==> config.mk <==
export PLATFORM = sky130hd
export DESIGN_NAME = gns_rng
export DESIGN_NICKNAME = d
export VERILOG_FILES = /design/src/hdl/gns_pkg.sv /design/src/hdl/gns_rng.sv
export SDC_FILE = /design/constraint.sdc
export NUM_CORES = 1
export LEC_CHECK = 0
export CORE_ASPECT_RATIO = 1.5
export CORE_MARGIN = 10
export CORE_UTILIZATION = 60
export CTS_BUF_LIST = sky130_fd_sc_hd__clkbuf_4
export DETAILED_ROUTE_END_ITERATION = 8
export DONT_BUFFER_PORTS = 1
export PLACE_DENSITY = 0.76
export SLEW_MARGIN = 20
export SYNTH_ARGS = -nofsm -noshare
export SYNTH_HDL_FRONTEND = slang
export SYNTH_SLANG_ARGS = --single-unit
export TNS_END_PERCENT = 100
==> constraint.sdc <==
create_clock -name clk -period 1.8 [get_ports clk]
set_input_delay 0.18 -clock clk [delete_from_list [all_inputs] [get_ports clk]]
set_output_delay 0.18 -clock clk [all_outputs]
set_load 0.01 [all_outputs]
==> src/hdl/gns_pkg.sv <==
// ----------------------------------------------------------------------------
// gns_pkg
// Shared types, field layouts, codes and the generator step function for
// the graph neighbor sampler.
// ----------------------------------------------------------------------------
package gns_pkg;

  // Input kinds (carried on in_tuser)
  localparam logic [1:0] OP_WR_OFF = 2'd0;
  localparam logic [1:0] OP_WR_NBR = 2'd1;
  localparam logic [1:0] OP_SAMPLE = 2'd2;

  // Configuration register indexes
  localparam int         CFG_AW     = 1;
  localparam logic [0:0] REG_FANOUT = 1'b0;
  localparam logic [0:0] REG_SEED   = 1'b1;
  localparam int         CFG_DW     = 32;

  // Register reset values
  localparam logic [5:0]  FANOUT_RESET = 6'd10;
  localparam logic [31:0] SEED_RESET   = 32'd1;

  // Field widths
  localparam int OP_W    = 2;
  localparam int INDEX_W = 13;
  localparam int VALUE_W = 14;
  localparam int NODE_W  = 10;
  localparam int CAP_W   = 6;
  localparam int NBR_W   = 10;
  localparam int SLOT_W  = 13;
  localparam int DEG_W   = 14;

  localparam int IN_TDATA_W  = 48;
  localparam int OUT_TDATA_W = 24;

  // Remainder unit: one quotient bit per cycle over a 32-bit dividend
  localparam int DIV_STEPS = 32;
  localparam int DIV_CW    = 5;

  // Input tdata layout, lowest field last
  typedef struct packed {
    logic [4:0]         pad;
    logic [CAP_W-1:0]   capacity;
    logic [NODE_W-1:0]  node;
    logic [VALUE_W-1:0] value;
    logic [INDEX_W-1:0] index;
  } in_data_t;

  // Request into the remainder unit
  typedef struct packed {
    logic              start;
    logic [31:0]       dividend;
    logic [DEG_W-1:0]  divisor;
  } urem_req_t;

  // Response from the remainder unit
  typedef struct packed {
    logic              busy;
    logic              done;
    logic [DEG_W-1:0]  rem;
  } urem_rsp_t;

  // One xorshift32 step, shifts 13 / 17 / 5
  function automatic logic [31:0] xorshift32(input logic [31:0] x);
    logic [31:0] y;
    y = x ^ (x << 13);
    y = y ^ (y >> 17);
    y = y ^ (y << 5);
    return y;
  endfunction

endpackage

==> src/hdl/gns_rng.sv <==
// ----------------------------------------------------------------------------
// gns_rng
// 32-bit xorshift generator. Loads from the seed register (zero maps to one)
// and advances one step on request.
// ----------------------------------------------------------------------------
module gns_rng (
  input  logic        clk,
  input  logic        rst_n,
  input  logic        load,
  input  logic [31:0] seed,
  input  logic        step,
  output logic [31:0] rnd_nxt
);
  import gns_pkg::*;

  logic [31:0] state_r;

  // Value produced by the next step
  assign rnd_nxt = xorshift32(state_r);

  always_ff @(posedge clk) begin
    if (!rst_n) begin
      state_r <= SEED_RESET;
    end else if (load) begin
      state_r <= (seed == 32'd0) ? 32'd1 : seed;
    end else if (step) begin
      state_r <= rnd_nxt;
    end
  end

endmodule

### After elaboration in Yosys (flattened, before gate mapping)

Index checks and enable logic that the tools add are counted.

| word-level totals | value |
|---|---|
| bits in read-only memories | 0 |
| bits in writable memories | 0 |
| bits of input ports | 36 |
| latch bits | 0 |
| flip-flop bits (word level) | 32 |
| memories | 0 |

| operators by class | value |
|---|---|
| bitwise logic cells | 3 |
| div/mod/pow operators | 0 |
| shift operators | 0 |
| muxes and demuxes | 3 |
| multipliers | 0 |
| $add $sub $neg | 0 |
| equality and inequality tests | 0 |
| reductions and logical operators | 2 |
| magnitude comparators | 0 |

Operators by type and width:

| operator | count |
|---|---|
| $mux 32 | 3 |
| $xor 32x32->32 | 2 |
| $logic_not 32->1 | 1 |
| $xor 32x15->32 | 1 |
| $reduce_bool 2->1 | 1 |

### Longest topological paths before layout

| depth | value |
|---|---|
| depth in word-level cells | 5 |
| depth in mapped cells | 6 |
| gate-level depth less buffers | 4 |

### Worst setup path after synthesis

OpenSTA, ideal clock, no wires.

| timing | value |
|---|---|
| kind | register to register |
| from | register state_r[10] |
| to | register state_r[11] |
| arrival time | 1,403 ps |
| library setup time | 120 ps |
| data required time | 1,680 ps |
| slack | 278 ps |
| cell stages (with the launch flop) | 5 |
| cells stage by stage | dfxtp_1 xor2_2 xnor2_1 xnor2_1 a211o_1 |

| on the way | value |
|---|---|
| word-level cells in the longest chain between the ends | 5 |

Ends and longest elaborated chain:

| what | line | source |
|---|---|---|
| from (decl) | gns_rng.sv:16 | `logic [31:0] state_r;` |
| from (signal assigned) | gns_rng.sv:25 | `state_r <= (seed == 32'd0) ? 32'd1 : seed;` |
| from (signal assigned) | gns_rng.sv:27 | `state_r <= rnd_nxt;` |
| $xor 32x32->32 | gns_pkg.sv:66 | `y = x ^ (x << 13);` |
| $xor 32x15->32 | gns_pkg.sv:67 | `y = y ^ (y >> 17);` |
| $xor 32x32->32 | gns_pkg.sv:68 | `y = y ^ (y << 5);` |
| net rnd_nxt[11] | gns_rng.sv:12 | `output logic [31:0] rnd_nxt` |
| $mux 32 | gns_rng.sv:26 | `end else if (step) begin` |
| $mux 32 | gns_rng.sv:24 | `end else if (load) begin` |

The timed path passes the listed nets, and every way through them passes these cells. The select of a mux whose other input is x is not followed.
A chain may end at the register's enable or synchronous reset.

### Worst setup path in the final report

| timing | value |
|---|---|
| from | register state_r[17] |
| to | output port rnd_nxt[17] |

| on the way | value |
|---|---|
| word-level cells in the longest chain between the ends | 3 |

Ends and longest elaborated chain:

| what | line |
|---|---|
| $xor 32x32->32 | gns_pkg.sv:66 |
| $xor 32x15->32 | gns_pkg.sv:67 |
| $xor 32x32->32 | gns_pkg.sv:68 |
| to (decl) | gns_rng.sv:12 |

No other way between the ends.

==> results.md <==
* Cts bufs inserted at 5
* Worst skew pair latency at 340 ps
* Leakage Power at between 1 and 1.5 nW
* Commonest non-fill, non-tap cell in the layout: xnor2_1
* Reg with most FFs: state_r
* CTS H-tree depth at 2
* Worst Setup End Kind: primary output
* Layout cells sized above 1 at 0.266
* Worst-path clk slew at 110 ps
* Antenna violations before repair at 0
* RR Endpoint: state_r[9]
* Worst path slowest cell: dfxtp_1
* Grt ovf at 0
* P per Cell Area at 1410 nW/um2
* WS Path Type: flop to primary output
* Syn Nets at 266
* Place WS at 210 ps
* Max_slew headroom at 0.652
* Maximum root-to-sink buffer count at 2
* Detailed Route WL at 7320 um
* Endpoints failing setup at 1
* Clock skew at 13.4 ps
* Site Rows at 26
* Crit-path leading delay family: XOR/XNOR gates
* Area grow syn2layout at 23.9%
* Worst-margin pin slew at 522 ps
* Worst setup path endpoint: rnd_nxt[17]
* Final hold vios at 0
* Worst Path Required at 1620 ps
* Post-synthesis register bit count at 32
* Num ports at 68
* Final Cell Area at 2720 um2
* Placer Congestion at ~0.9
* Adder-cell share of the synthesized area at 0
* Placed Area at 2340 um2
* First-pass GRT wire length at 10800 um
* Flop2flop setup slack at 220 ps
* Die ar. at 6530 um2
* Most frequent CP cell: xnor2_1
* CP arrival at 1630 ps
* Outcome: finished with violations
* Vias in the first global route at 1992
* Min setup slack post-route at -9.79 ps
* Syn Inst Count at 230
* Largest family of logic cells by synthesized area: XOR/XNOR gates
* Maximum VDD drop at 1050 uV
* Ant diodes at 0
* Antenna viol nets, final at 0
* DRT Pass-1 Iters at 4
* Largest stage delay, worst path at 390 ps
* Number of cells on the critical path at 4
* Post-synthesis mux area share at 0.0547
* TritonCTS clock tree: built
* Synth Area per Inst at 9.55 um2
* Cell variety after synth at 26
* XOR/XNOR share of the synthesized area at 0.319
* Most frequent cells in the layout: xnor2_1, dfxtp_1, xnor2_2, buf_4
* Detail Placement HPWL at 5240 um
* Drt initial violations at 179
* Sequential fraction of the synthesis area at 0.292
* Simple-Gate Fraction of Synth Area at 0.183
* CTS root buf: clkbuf_4
* Hold Path Class: input pin to flop
* Post-route DRC at 0
* Launch point of the worst path: state_r[17]
* Failing checks: setup timing
* Largest net degree at the start of global routing at 47
* Worst r2r src: state_r[8]
* Wire per inst at around 25 um
* Initial Utilization at 0.631
* Port-buffer cells at 0
* Worst path cell trace: xnor2_4 -> xnor2_1 -> xnor2_1 -> buf_4
* Max cap viols at 0
* Fin. max-slew vios at 0
* Fmax at 0.553 GHz
* Critical Path Fanout Max at 3
* Vias per cell at 6.53
* Die width at between 60 and 70 um
* Chip height at 94.1 um
* Core footprint at 3480 um2
* R2r worst-path depth at 4
* Tot GR Track Use at 0.206
* Worst path bufs/invs at 1
* Synth warn at 0
* RSZ-0062 raised after global routing: yes
* Final worst-path cycle share at 1.01
* Final net count at 291
* Compound-Gate Fraction of Synth Area at 0.116
* Routed vias at 1946
* Post-synthesis cell area at 2200 um2
* Largest register FFs at 32
* Num Clock Sinks at 32
* Largest registers: state_r x32
* Min Clock Period, post-route at 1810 ps
* CP Launch Type: flop
* FILL cells at about 230
metal layers:
layer / share of wire / global-route usage / up-vias / routed length [um]
met2: 0.53 / 0.364 / 116 / 3870
met5: 0 / 0 / - / 0
met3: 0.11 / 0.0804 / 18 / 769
li1: - / - / 853 / -
met1: 0.34 / 0.207 / 959 / 2480
met4: 0.027 / 0.0960 / 0 / 201
worst min path at each step:
stage	slack [ps]	depth (start not counted)	start	end
final	8	2	load	state_r[24]
after detailed placement	280	1	rst_n	state_r[0]
after global routing	20	2	rst_n	state_r[27]
after floorplan	310	2	seed[21]	state_r[21]
after global placement	260	1	rst_n	state_r[0]
after CTS	2	2	rst_n	state_r[27]
cell families (layout without fill, tap and decap cells):
| group | after synthesis | after routing |
|---|---|---|
| xor+xnor | 68 | 68 |
| simple gates | 65 | 65 |
| compound gates | 34 | 34 |
| flops | 32 | 32 |
| buf+inv | 19 | 45 |
| mux | 12 | 12 |
per-stage QoR:
step,instances,TNS [ps],util,hold WS (ps),power (W)
after floorplan,230,0,-,310,0.00242
after global placement,278,0,0.673,264,0.00301
after detailed placement,278,0,0.673,282,0.00306
after CTS,298,0,0.742,1.54,0.00362
after global routing,298,-184,0.781,20.7,0.00400
final,298,-9.79,0.781,8.24,0.00383
cell usage after synthesis (all sizes together):
master | instances | area, um2
xnor2 | 53 | 524
a211o | 15 | 131
nand2 | 3 | 11.3
mux2i | 12 | 120
clkbuf | 8 | 31.3
nor3 | 2 | 10.0
nor4 | 8 | 50.1
o211a | 5 | 50.1
nand2b | 5 | 31.3
o21a | 1 | 7.51
nor2 | 2 | 7.51
o21ai | 13 | 65.1
xor2 | 15 | 176
buf | 7 | 32.5
inv | 4 | 15.0
dfxtp | 32 | 641
and3 | 15 | 93.8
nand3 | 12 | 60.1
nand4 | 2 | 12.5
nor3b | 16 | 125
what timing repair did:
item                                   in CTS  in global routing
endpoints found under the hold margin      13                  0
hold buffers                               11                  0
buffers inserted                            1                  0
resized for setup                          10                 20
pin swaps                                   4                  5
setup endpoints to repair                   6                 12
cell type report:
type	instances	area, um2	area share
sequential	32	649	0.239
inverter	4	15.0	0.00552
clock inverter	1	3.75	0.00138
clock buffer	7	52.6	0.0193
multi-input combinational	179	1670	0.615
timing repair buffer	33	275	0.101
tap	42	52.6	0.0193
where the power goes:
| part | switching (W) | internal (W) |
|---|---|---|
| combinational | 0.00126 | 0.00113 |
| sequential | 0.000178 | 0.000825 |
| clock | 0.000251 | 0.000180 |
No activity file was read; power rests on OpenSTA's default activity.
