<file path="config.mk">
export PLATFORM = sky130hd
export DESIGN_NAME = gns_urem
export DESIGN_NICKNAME = d
export VERILOG_FILES = /design/src/hdl/gns_pkg.sv /design/src/hdl/gns_urem.sv
export SDC_FILE = /design/constraint.sdc
export NUM_CORES = 1
export LEC_CHECK = 0
export ABC_AREA = 1
export BUFFER_PORTS_ARGS = -buffer_cell sky130_fd_sc_hd__buf_4
export CAP_MARGIN = 5
export CELL_PAD_IN_SITES_DETAIL_PLACEMENT = 1
export CELL_PAD_IN_SITES_GLOBAL_PLACEMENT = 1
export CORE_AREA = 8 8 104 106
export DETAILED_ROUTE_END_ITERATION = 10
export DIE_AREA = 0 0 112 114
export GPL_ROUTABILITY_DRIVEN = 0
export PLACE_DENSITY_LB_ADDON = 0.1
export SLEW_MARGIN = 20
export SYNTH_ARGS = -nofsm -noshare
export SYNTH_HDL_FRONTEND = slang
export SYNTH_SLANG_ARGS = --single-unit
</file>
<file path="constraint.sdc">
create_clock -name clk -period 2.3 [get_ports clk]
set_input_delay 0.46 -clock clk [delete_from_list [all_inputs] [get_ports clk]]
set_output_delay 0.46 -clock clk [all_outputs]
set_load 0.005 [all_outputs]
</file>
<file path="src/hdl/gns_pkg.sv">
// ----------------------------------------------------------------------------
// gns_pkg
// Shared types, field layouts, codes and the generator step function for
// the graph neighbor sampler.
// ----------------------------------------------------------------------------
package gns_pkg;

  // Input kinds (carried on in_tuser)
  localparam logic [1:0] OP_WR_OFF = 2'd0;
  localparam logic [1:0] OP_WR_NBR = 2'd1;
  localparam logic [1:0] OP_SAMPLE = 2'd2;

  // Configuration register indexes
  localparam int         CFG_AW     = 1;
  localparam logic [0:0] REG_FANOUT = 1'b0;
  localparam logic [0:0] REG_SEED   = 1'b1;
  localparam int         CFG_DW     = 32;

  // Register reset values
  localparam logic [5:0]  FANOUT_RESET = 6'd10;
  localparam logic [31:0] SEED_RESET   = 32'd1;

  // Field widths
  localparam int OP_W    = 2;
  localparam int INDEX_W = 13;
  localparam int VALUE_W = 14;
  localparam int NODE_W  = 10;
  localparam int CAP_W   = 6;
  localparam int NBR_W   = 10;
  localparam int SLOT_W  = 13;
  localparam int DEG_W   = 14;

  localparam int IN_TDATA_W  = 48;
  localparam int OUT_TDATA_W = 24;

  // Remainder unit: one quotient bit per cycle over a 32-bit dividend
  localparam int DIV_STEPS = 32;
  localparam int DIV_CW    = 5;

  // Input tdata layout, lowest field last
  typedef struct packed {
    logic [4:0]         pad;
    logic [CAP_W-1:0]   capacity;
    logic [NODE_W-1:0]  node;
    logic [VALUE_W-1:0] value;
    logic [INDEX_W-1:0] index;
  } in_data_t;

  // Request into the remainder unit
  typedef struct packed {
    logic              start;
    logic [31:0]       dividend;
    logic [DEG_W-1:0]  divisor;
  } urem_req_t;

  // Response from the remainder unit
  typedef struct packed {
    logic              busy;
    logic              done;
    logic [DEG_W-1:0]  rem;
  } urem_rsp_t;

  // One xorshift32 step, shifts 13 / 17 / 5
  function automatic logic [31:0] xorshift32(input logic [31:0] x);
    logic [31:0] y;
    y = x ^ (x << 13);
    y = y ^ (y >> 17);
    y = y ^ (y << 5);
    return y;
  endfunction

endpackage

</file>
<file path="src/hdl/gns_urem.sv">
// ----------------------------------------------------------------------------
// gns_urem
// Iterative restoring remainder: 32-bit dividend modulo a 14-bit divisor,
// one dividend bit per cycle. Result is valid with the done pulse.
// ----------------------------------------------------------------------------
module gns_urem (
  input  logic                 clk,
  input  logic                 rst_n,
  input  gns_pkg::urem_req_t   req,
  output gns_pkg::urem_rsp_t   rsp
);
  import gns_pkg::*;

  logic              busy_r;
  logic              done_r;
  logic [DIV_CW-1:0] cnt_r;
  logic [31:0]       dvd_r;
  logic [DEG_W-1:0]  dsr_r;
  logic [DEG_W-1:0]  rem_r;
  logic [DEG_W:0]    rem_sh;
  logic              fits;

  // Shift in the next dividend bit and try the subtract
  assign rem_sh = {rem_r, dvd_r[31]};
  assign fits   = rem_sh >= {1'b0, dsr_r};

  // Control
  always_ff @(posedge clk) begin
    if (!rst_n) begin
      busy_r <= 1'b0;
      done_r <= 1'b0;
      cnt_r  <= '0;
    end else begin
      done_r <= 1'b0;
      if (req.start) begin
        busy_r <= 1'b1;
        cnt_r  <= '0;
      end else if (busy_r) begin
        cnt_r <= cnt_r + DIV_CW'(1);
        if (cnt_r == DIV_CW'(DIV_STEPS - 1)) begin
          busy_r <= 1'b0;
          done_r <= 1'b1;
        end
      end
    end
  end

  // Datapath
  always_ff @(posedge clk) begin
    if (req.start) begin
      dvd_r <= req.dividend;
      dsr_r <= req.divisor;
      rem_r <= '0;
    end else if (busy_r) begin
      dvd_r <= {dvd_r[30:0], 1'b0};
      rem_r <= fits ? DEG_W'(rem_sh - {1'b0, dsr_r}) : rem_sh[DEG_W-1:0];
    end
  end

  assign rsp.busy = busy_r;
  assign rsp.done = done_r;
  assign rsp.rem  = rem_r;

  // A start always puts the unit to work
  a_start_busy: assert property (@(posedge clk) disable iff (!rst_n)
    req.start |=> busy_r)
    else $error("remainder unit not busy after start");

  // The result is never flagged while still iterating
  a_done_idle: assert property (@(posedge clk) disable iff (!rst_n)
    done_r |-> !busy_r)
    else $error("remainder done while busy");

endmodule

</file>
==> After elaboration in Yosys (flattened, before gate mapping) <==
Cells that the tools add are included.
{ "totals": {"inputBits": 49, "out_inout_bits": 16, "wordCells": 22, "reg_bits": 67} }
{ "op_classes": {"n_bitwise": 2, "n_eq_ne": 1, "n_lt_le_gt_ge": 1, "n_reduce_logical": 3, "n_mux": 7, "addsub": 2} }
{ "op_table": {"columns": ["op", "count"], "rows": [
  ["$mux 32", 2],
  ["$ge 15x14->1", 1],
  ["$mux 14", 1],
  ["$sub 14x14->14", 1],
  ["$add 5x1->5 const B", 1],
  ["$eq 5x5->1 const B", 1],
  ["$mux 1", 4],
  ["$reduce_or 3->1", 1],
  ["$not 1->1", 2],
  ["$reduce_bool 2->1", 1],
  ["$reduce_or 2->1", 1]
]} }

==> Depth between registers and ports, before layout <==
{ "depth": {"ltp_word": 4, "ltp_mapped": 15, "mapped_depth_nobuf": 14} }

==> Least setup slack after synthesis <==
OpenSTA, ideal clock, no wires.
{ "synth_timing": {"path_kind": "in2reg", "from": "input req[46] (netlist bit)", "to": "register dvd_r[0] (enable)", "t_arrival_ns": 1.477, "setup_ns": 0.388, "n_path_buf": 1, "slack_ns": 0.435, "cell_stages": 3, "cell_sequence": "clkbuf_1 -> nor2_1 -> inv_1"} }
{ "synth_between": {"elab_chain_len": 1} }
{ "synth_rtl": {"columns": ["element", "line_no", "source"], "rows": [
  ["start: declaration", "gns_urem.sv:9", "input gns_pkg::urem_req_t req,"],
  ["$reduce_bool 2->1 (no line)", null, null],
  ["end signal: assignment", "gns_urem.sv:51", "dvd_r <= req.dividend;"],
  ["end signal: assignment", "gns_urem.sv:55", "dvd_r <= {dvd_r[30:0], 1'b0};"],
  ["end: declaration", "gns_urem.sv:17", "logic [31:0] dvd_r;"]
]} }
No other way between the ends.
A chain may end at the register's enable or synchronous reset.

==> Final worst setup path <==
{ "layout_timing": {"from": "register dsr_r[9]", "to": "register rem_r[2]"} }
{ "layout_between": {"elab_chain_len": 2} }
{ "layout_rtl": {"columns": ["element", "line_no", "source"], "rows": [
  ["start: declaration", "gns_urem.sv:18", "logic [DEG_W-1:0] dsr_r;"],
  ["start signal: assignment", "gns_urem.sv:52", "dsr_r <= req.divisor;"],
  ["$ge 15x14->1", "gns_urem.sv:25", "assign fits = rem_sh >= {1'b0, dsr_r};"],
  ["$mux 14", "gns_urem.sv:56", "rem_r <= fits ? DEG_W'(rem_sh - {1'b0, dsr_r}) : rem_sh[DEG_W-1:0];"],
  ["end signal: assignment", "gns_urem.sv:56", null],
  ["end: declaration", "gns_urem.sv:19", "logic [DEG_W-1:0] rem_r;"]
]} }
No other way between the ends.

==> summary.txt <==
Outcome
  • Status: finished, final reports clean

Setup path
  • Worst reg2reg startpoint: dsr_r[9]
  • Data required time of the worst path: 2.54 ns
  • Worst R2R Path Depth: 10
  • Max incr delay on CP: 0.37 ns
  • Buffers & Inverters on Critical Path: 2
  • RR Endpoint: rem_r[2]
  • Startpoint types: flip-flop
  • Critical-path cell list: inv_1 -> ha_1 -> nand2_1 -> inv_1 -> nand2_1 -> nand2_1 -> a21oi_4 -> nand3_2 -> nor2_1 -> o21ai_1
  • Setup crit start: dsr_r[9]
  • CP delay by family, top: simple AND/OR/NAND/NOR gates
  • Crit Path Max Fanout: 11
  • Slowest stage cell, crit path: edfxtp_1
  • R2R setup slack: 0.23 ns
  • Worst Path Arrival: 2.31 ns
  • Cell mode on critical path: nand2_1
  • CP Capture Type: flip-flop
  • Critical path class: flip-flop to flip-flop

Finish
  • FILL cells: 1153
  • FF/Latch Area: 1800 µm²
  • Antenna diode count: 0
  • Nets: 591
  • Area growth, synth to finish: 24.1%
  • Cell area after layout: 4570 µm²
  • Area of the multi-input gates: 1610 µm²
  • Layout cells sized above 1: 20.0%

Clock tree
  • TritonCTS Buffers: 9
  • Clock slew at reported path FFs: 0.08 ns
  • Clock Sink Count: 67
  • Clock buffer depth: 2
  • CTS tree: yes
  • H-tree lvl count: 3
  • Clk Latency, worst-skew pair: 0.35 ns
  • Clock Tree Root: clkbuf_8

Floorplan
  • Num rows: 35
  • CORE AREA: 9110 µm²
  • DIE HEIGHT: 114 µm
  • Starting Density: 40.4%
  • Die width: 112 µm
  • I/O Pins: 65
  • DIE AREA: 12800 µm²

Pwr
  • Sequential share of power: 45.8%
  • Pwr/cell area: 676 nW/µm²
  • Clock power share: 42.8%
  • Leakage: 2.28 nW
  • P_sw: 0.720 mW
  • Total Power: 3.09 mW
  • Worst VDD drop: 338 µV
  • Comb pwr share: 11.4%
  • P_int: 2.37 mW
  • Switching share of power: 23.3%

Drt
  • Drt wl/cell: 15.3 µm
  • Total wire length: 9830 µm
  • Avg Vias per Cell: 4.90
  • Total number of vias: 3141
  • 1st-pass router iterations: 4
  • # DRC: 0
  • Iter 0 DRT Violations: 79
  • Antenna Nets Post-Route: 0

STA
  • Highest achievable clock rate: 0.482 GHz
  • Crit path time final: 2.07 ns
  • RSZ-0062 raised after global routing: no
  • Slew headroom: 71.1%
  • Setup TNS Final: 0 ns
  • Fin. Hold Viols: 0
  • Worst-Margin Slew: 0.434 ns
  • Setup Skew: 0.0111 ns
  • Hold_ws: 0.289 ns
  • Fin. max-slew vios: 0
  • Final worst-path cycle share: 90.1%
  • Final setup viols: 0

Hold path
  • Hold path cells: 1
  • Worst hold path class: input pin to flip-flop
  • Hold Path Origin: req[6]
  • Hold Path End: dsr_r[6]

GRT
  • GRT overflow: 0
  • Initial antenna violation count: 0
  • First-pass GRT wire length: 16400 µm
  • Largest net degree at the start of global routing: 42
  • Vias in the first global route: 3427
  • Tot GR Track Use: 16.0%

Flow run
  • Max-Cap Viols: 0

Synthesis
  • FFs w/ async S/R, synth: 0%
  • Seq/Total Area, Yosys: 49.0%
  • Synth area leader: edfxtp_1
  • Flops & latches, synth: 67
  • Count of different cell masters after synthesis: 33
  • EDFF count, synth: 46
  • Synthesized area: 3680 µm²
  • Synth top area share: 37.5%
  • Top cells by area, synth: edfxtp_1 38%, nand2_1 20%, dfxtp_1 11%
  • Net Count, Synth: 521
  • Gate Count Post-Synth: 455
  • Syn Area/Cell: 8.09 µm²
  • Synth Flop Type: edfxtp_1
  • Synth warnings: 0

Place
  • Buffers added on ports: 64
  • Placed inst area: 4290 µm²
  • Detail Placement HPWL: 7300 µm
## cell usage after synthesis (3+ instances only)
master    count
nand2_1     192
clkbuf_1      8
xnor2_1       5
ha_1         16
nand2_2       3
edfxtp_1     46
a21oi_1      11
nand3_1      25
nor2_2        8
dfxtp_1      21
nand4_1      10
nor2_1       25
o21ai_0       6
inv_1        56
## state kept, by name, indices dropped and copies added, names as in the netlist
register  cells
dvd_r        32
dsr_r        14
rem_r        14
cnt_r         5
busy_r        1
done_r        1
## through the flow
step	utilization, %	std cells	setup WS [ns]
3_3_place_gp	47.0	624	0.249
6_report	50.2	641	0.227
2_1_floorplan	-	455	0.435
4_1_cts	50.0	640	0.149
3_5_place_dp	47.0	624	0.178
5_1_grt	50.2	641	0.0302
## power groups by stage
stage | logic, mW | clock network, mW | registers [mW]
finish | 0.351 | 1.32 | 1.42
detailed placement | 0.355 | 0 | 1.44
global placement | 0.346 | 0 | 1.44
CTS | 0.357 | 1.35 | 1.42
floorplan | 0.208 | 0 | 1.43
global route | 0.400 | 1.40 | 1.43
## per-layer routing
metal	up-vias	track usage [%]	wire, µm
met3	16	3.33	354
met1	1483	18.3	4310
li1	1588	-	-
met2	54	28.5	4980
met4	0	6.56	191
met5	-	0	0
## layout by cell type (no fill, tap or decap), types with 3 or more instances in the layout
cell	instances
nand2_1	192
bufinv_16	4
clkbuf_8	9
dfxtp_1	21
buf_4	69
nand4_1	10
ha_1	16
xnor2_1	5
nor2_1	25
edfxtp_1	46
inv_1	56
nand2_2	3
nor2_2	8
a21oi_1	11
o21ai_0	6
nand3_1	24
## worst max path at each step
stage / to / slack [ns] / depth (start not counted)
after floorplan: dvd_r[0] / 0.44 / 3
after global placement: rem_r[8] / 0.25 / 12
after detailed placement: rem_r[10] / 0.18 / 12
after CTS: rem_r[10] / 0.15 / 13
after global routing: rem_r[8] / 0.03 / 12
final: rem_r[2] / 0.23 / 10
## final cells by class
class,instances,area share [%]
clock inverter,6,3.01
tap,111,3.04
multi-input combinational,321,35.3
inverter,56,4.60
sequential,67,39.4
clock buffer,10,2.79
timing repair buffer,70,11.8
## what timing repair did
| action | in CTS | in global routing |
|---|---|---|
| setup endpoints to repair | 0 | 3 |
| hold buffers | 0 | 0 |
| gates resized for setup | 0 | 2 |
| buffers inserted | 0 | 0 |
## cell families (layout without fill, tap and decap cells)
kind of cell    after synthesis  in the layout  share of synthesized area, %
fa+ha+maj                    17             17                          5.98
compound gates               24             24                          3.88
xor+xnor                      7              7                          1.67
buf+inv                      68            142                          7.65
flops                        67             67                          49.0
simple gates                272            273                          31.9
## worst reg2reg max path, cell delays in order (launching register included)
cell	delay [ns]
edfxtp_1	0.37
inv_1	0.07
ha_1	0.28
nand2_1	0.14
inv_1	0.06
nand2_1	0.06
nand2_1	0.09
a21oi_4	0.29
nand3_2	0.33
nor2_1	0.19
o21ai_1	0.09
(Power assumes the default switching activity.)
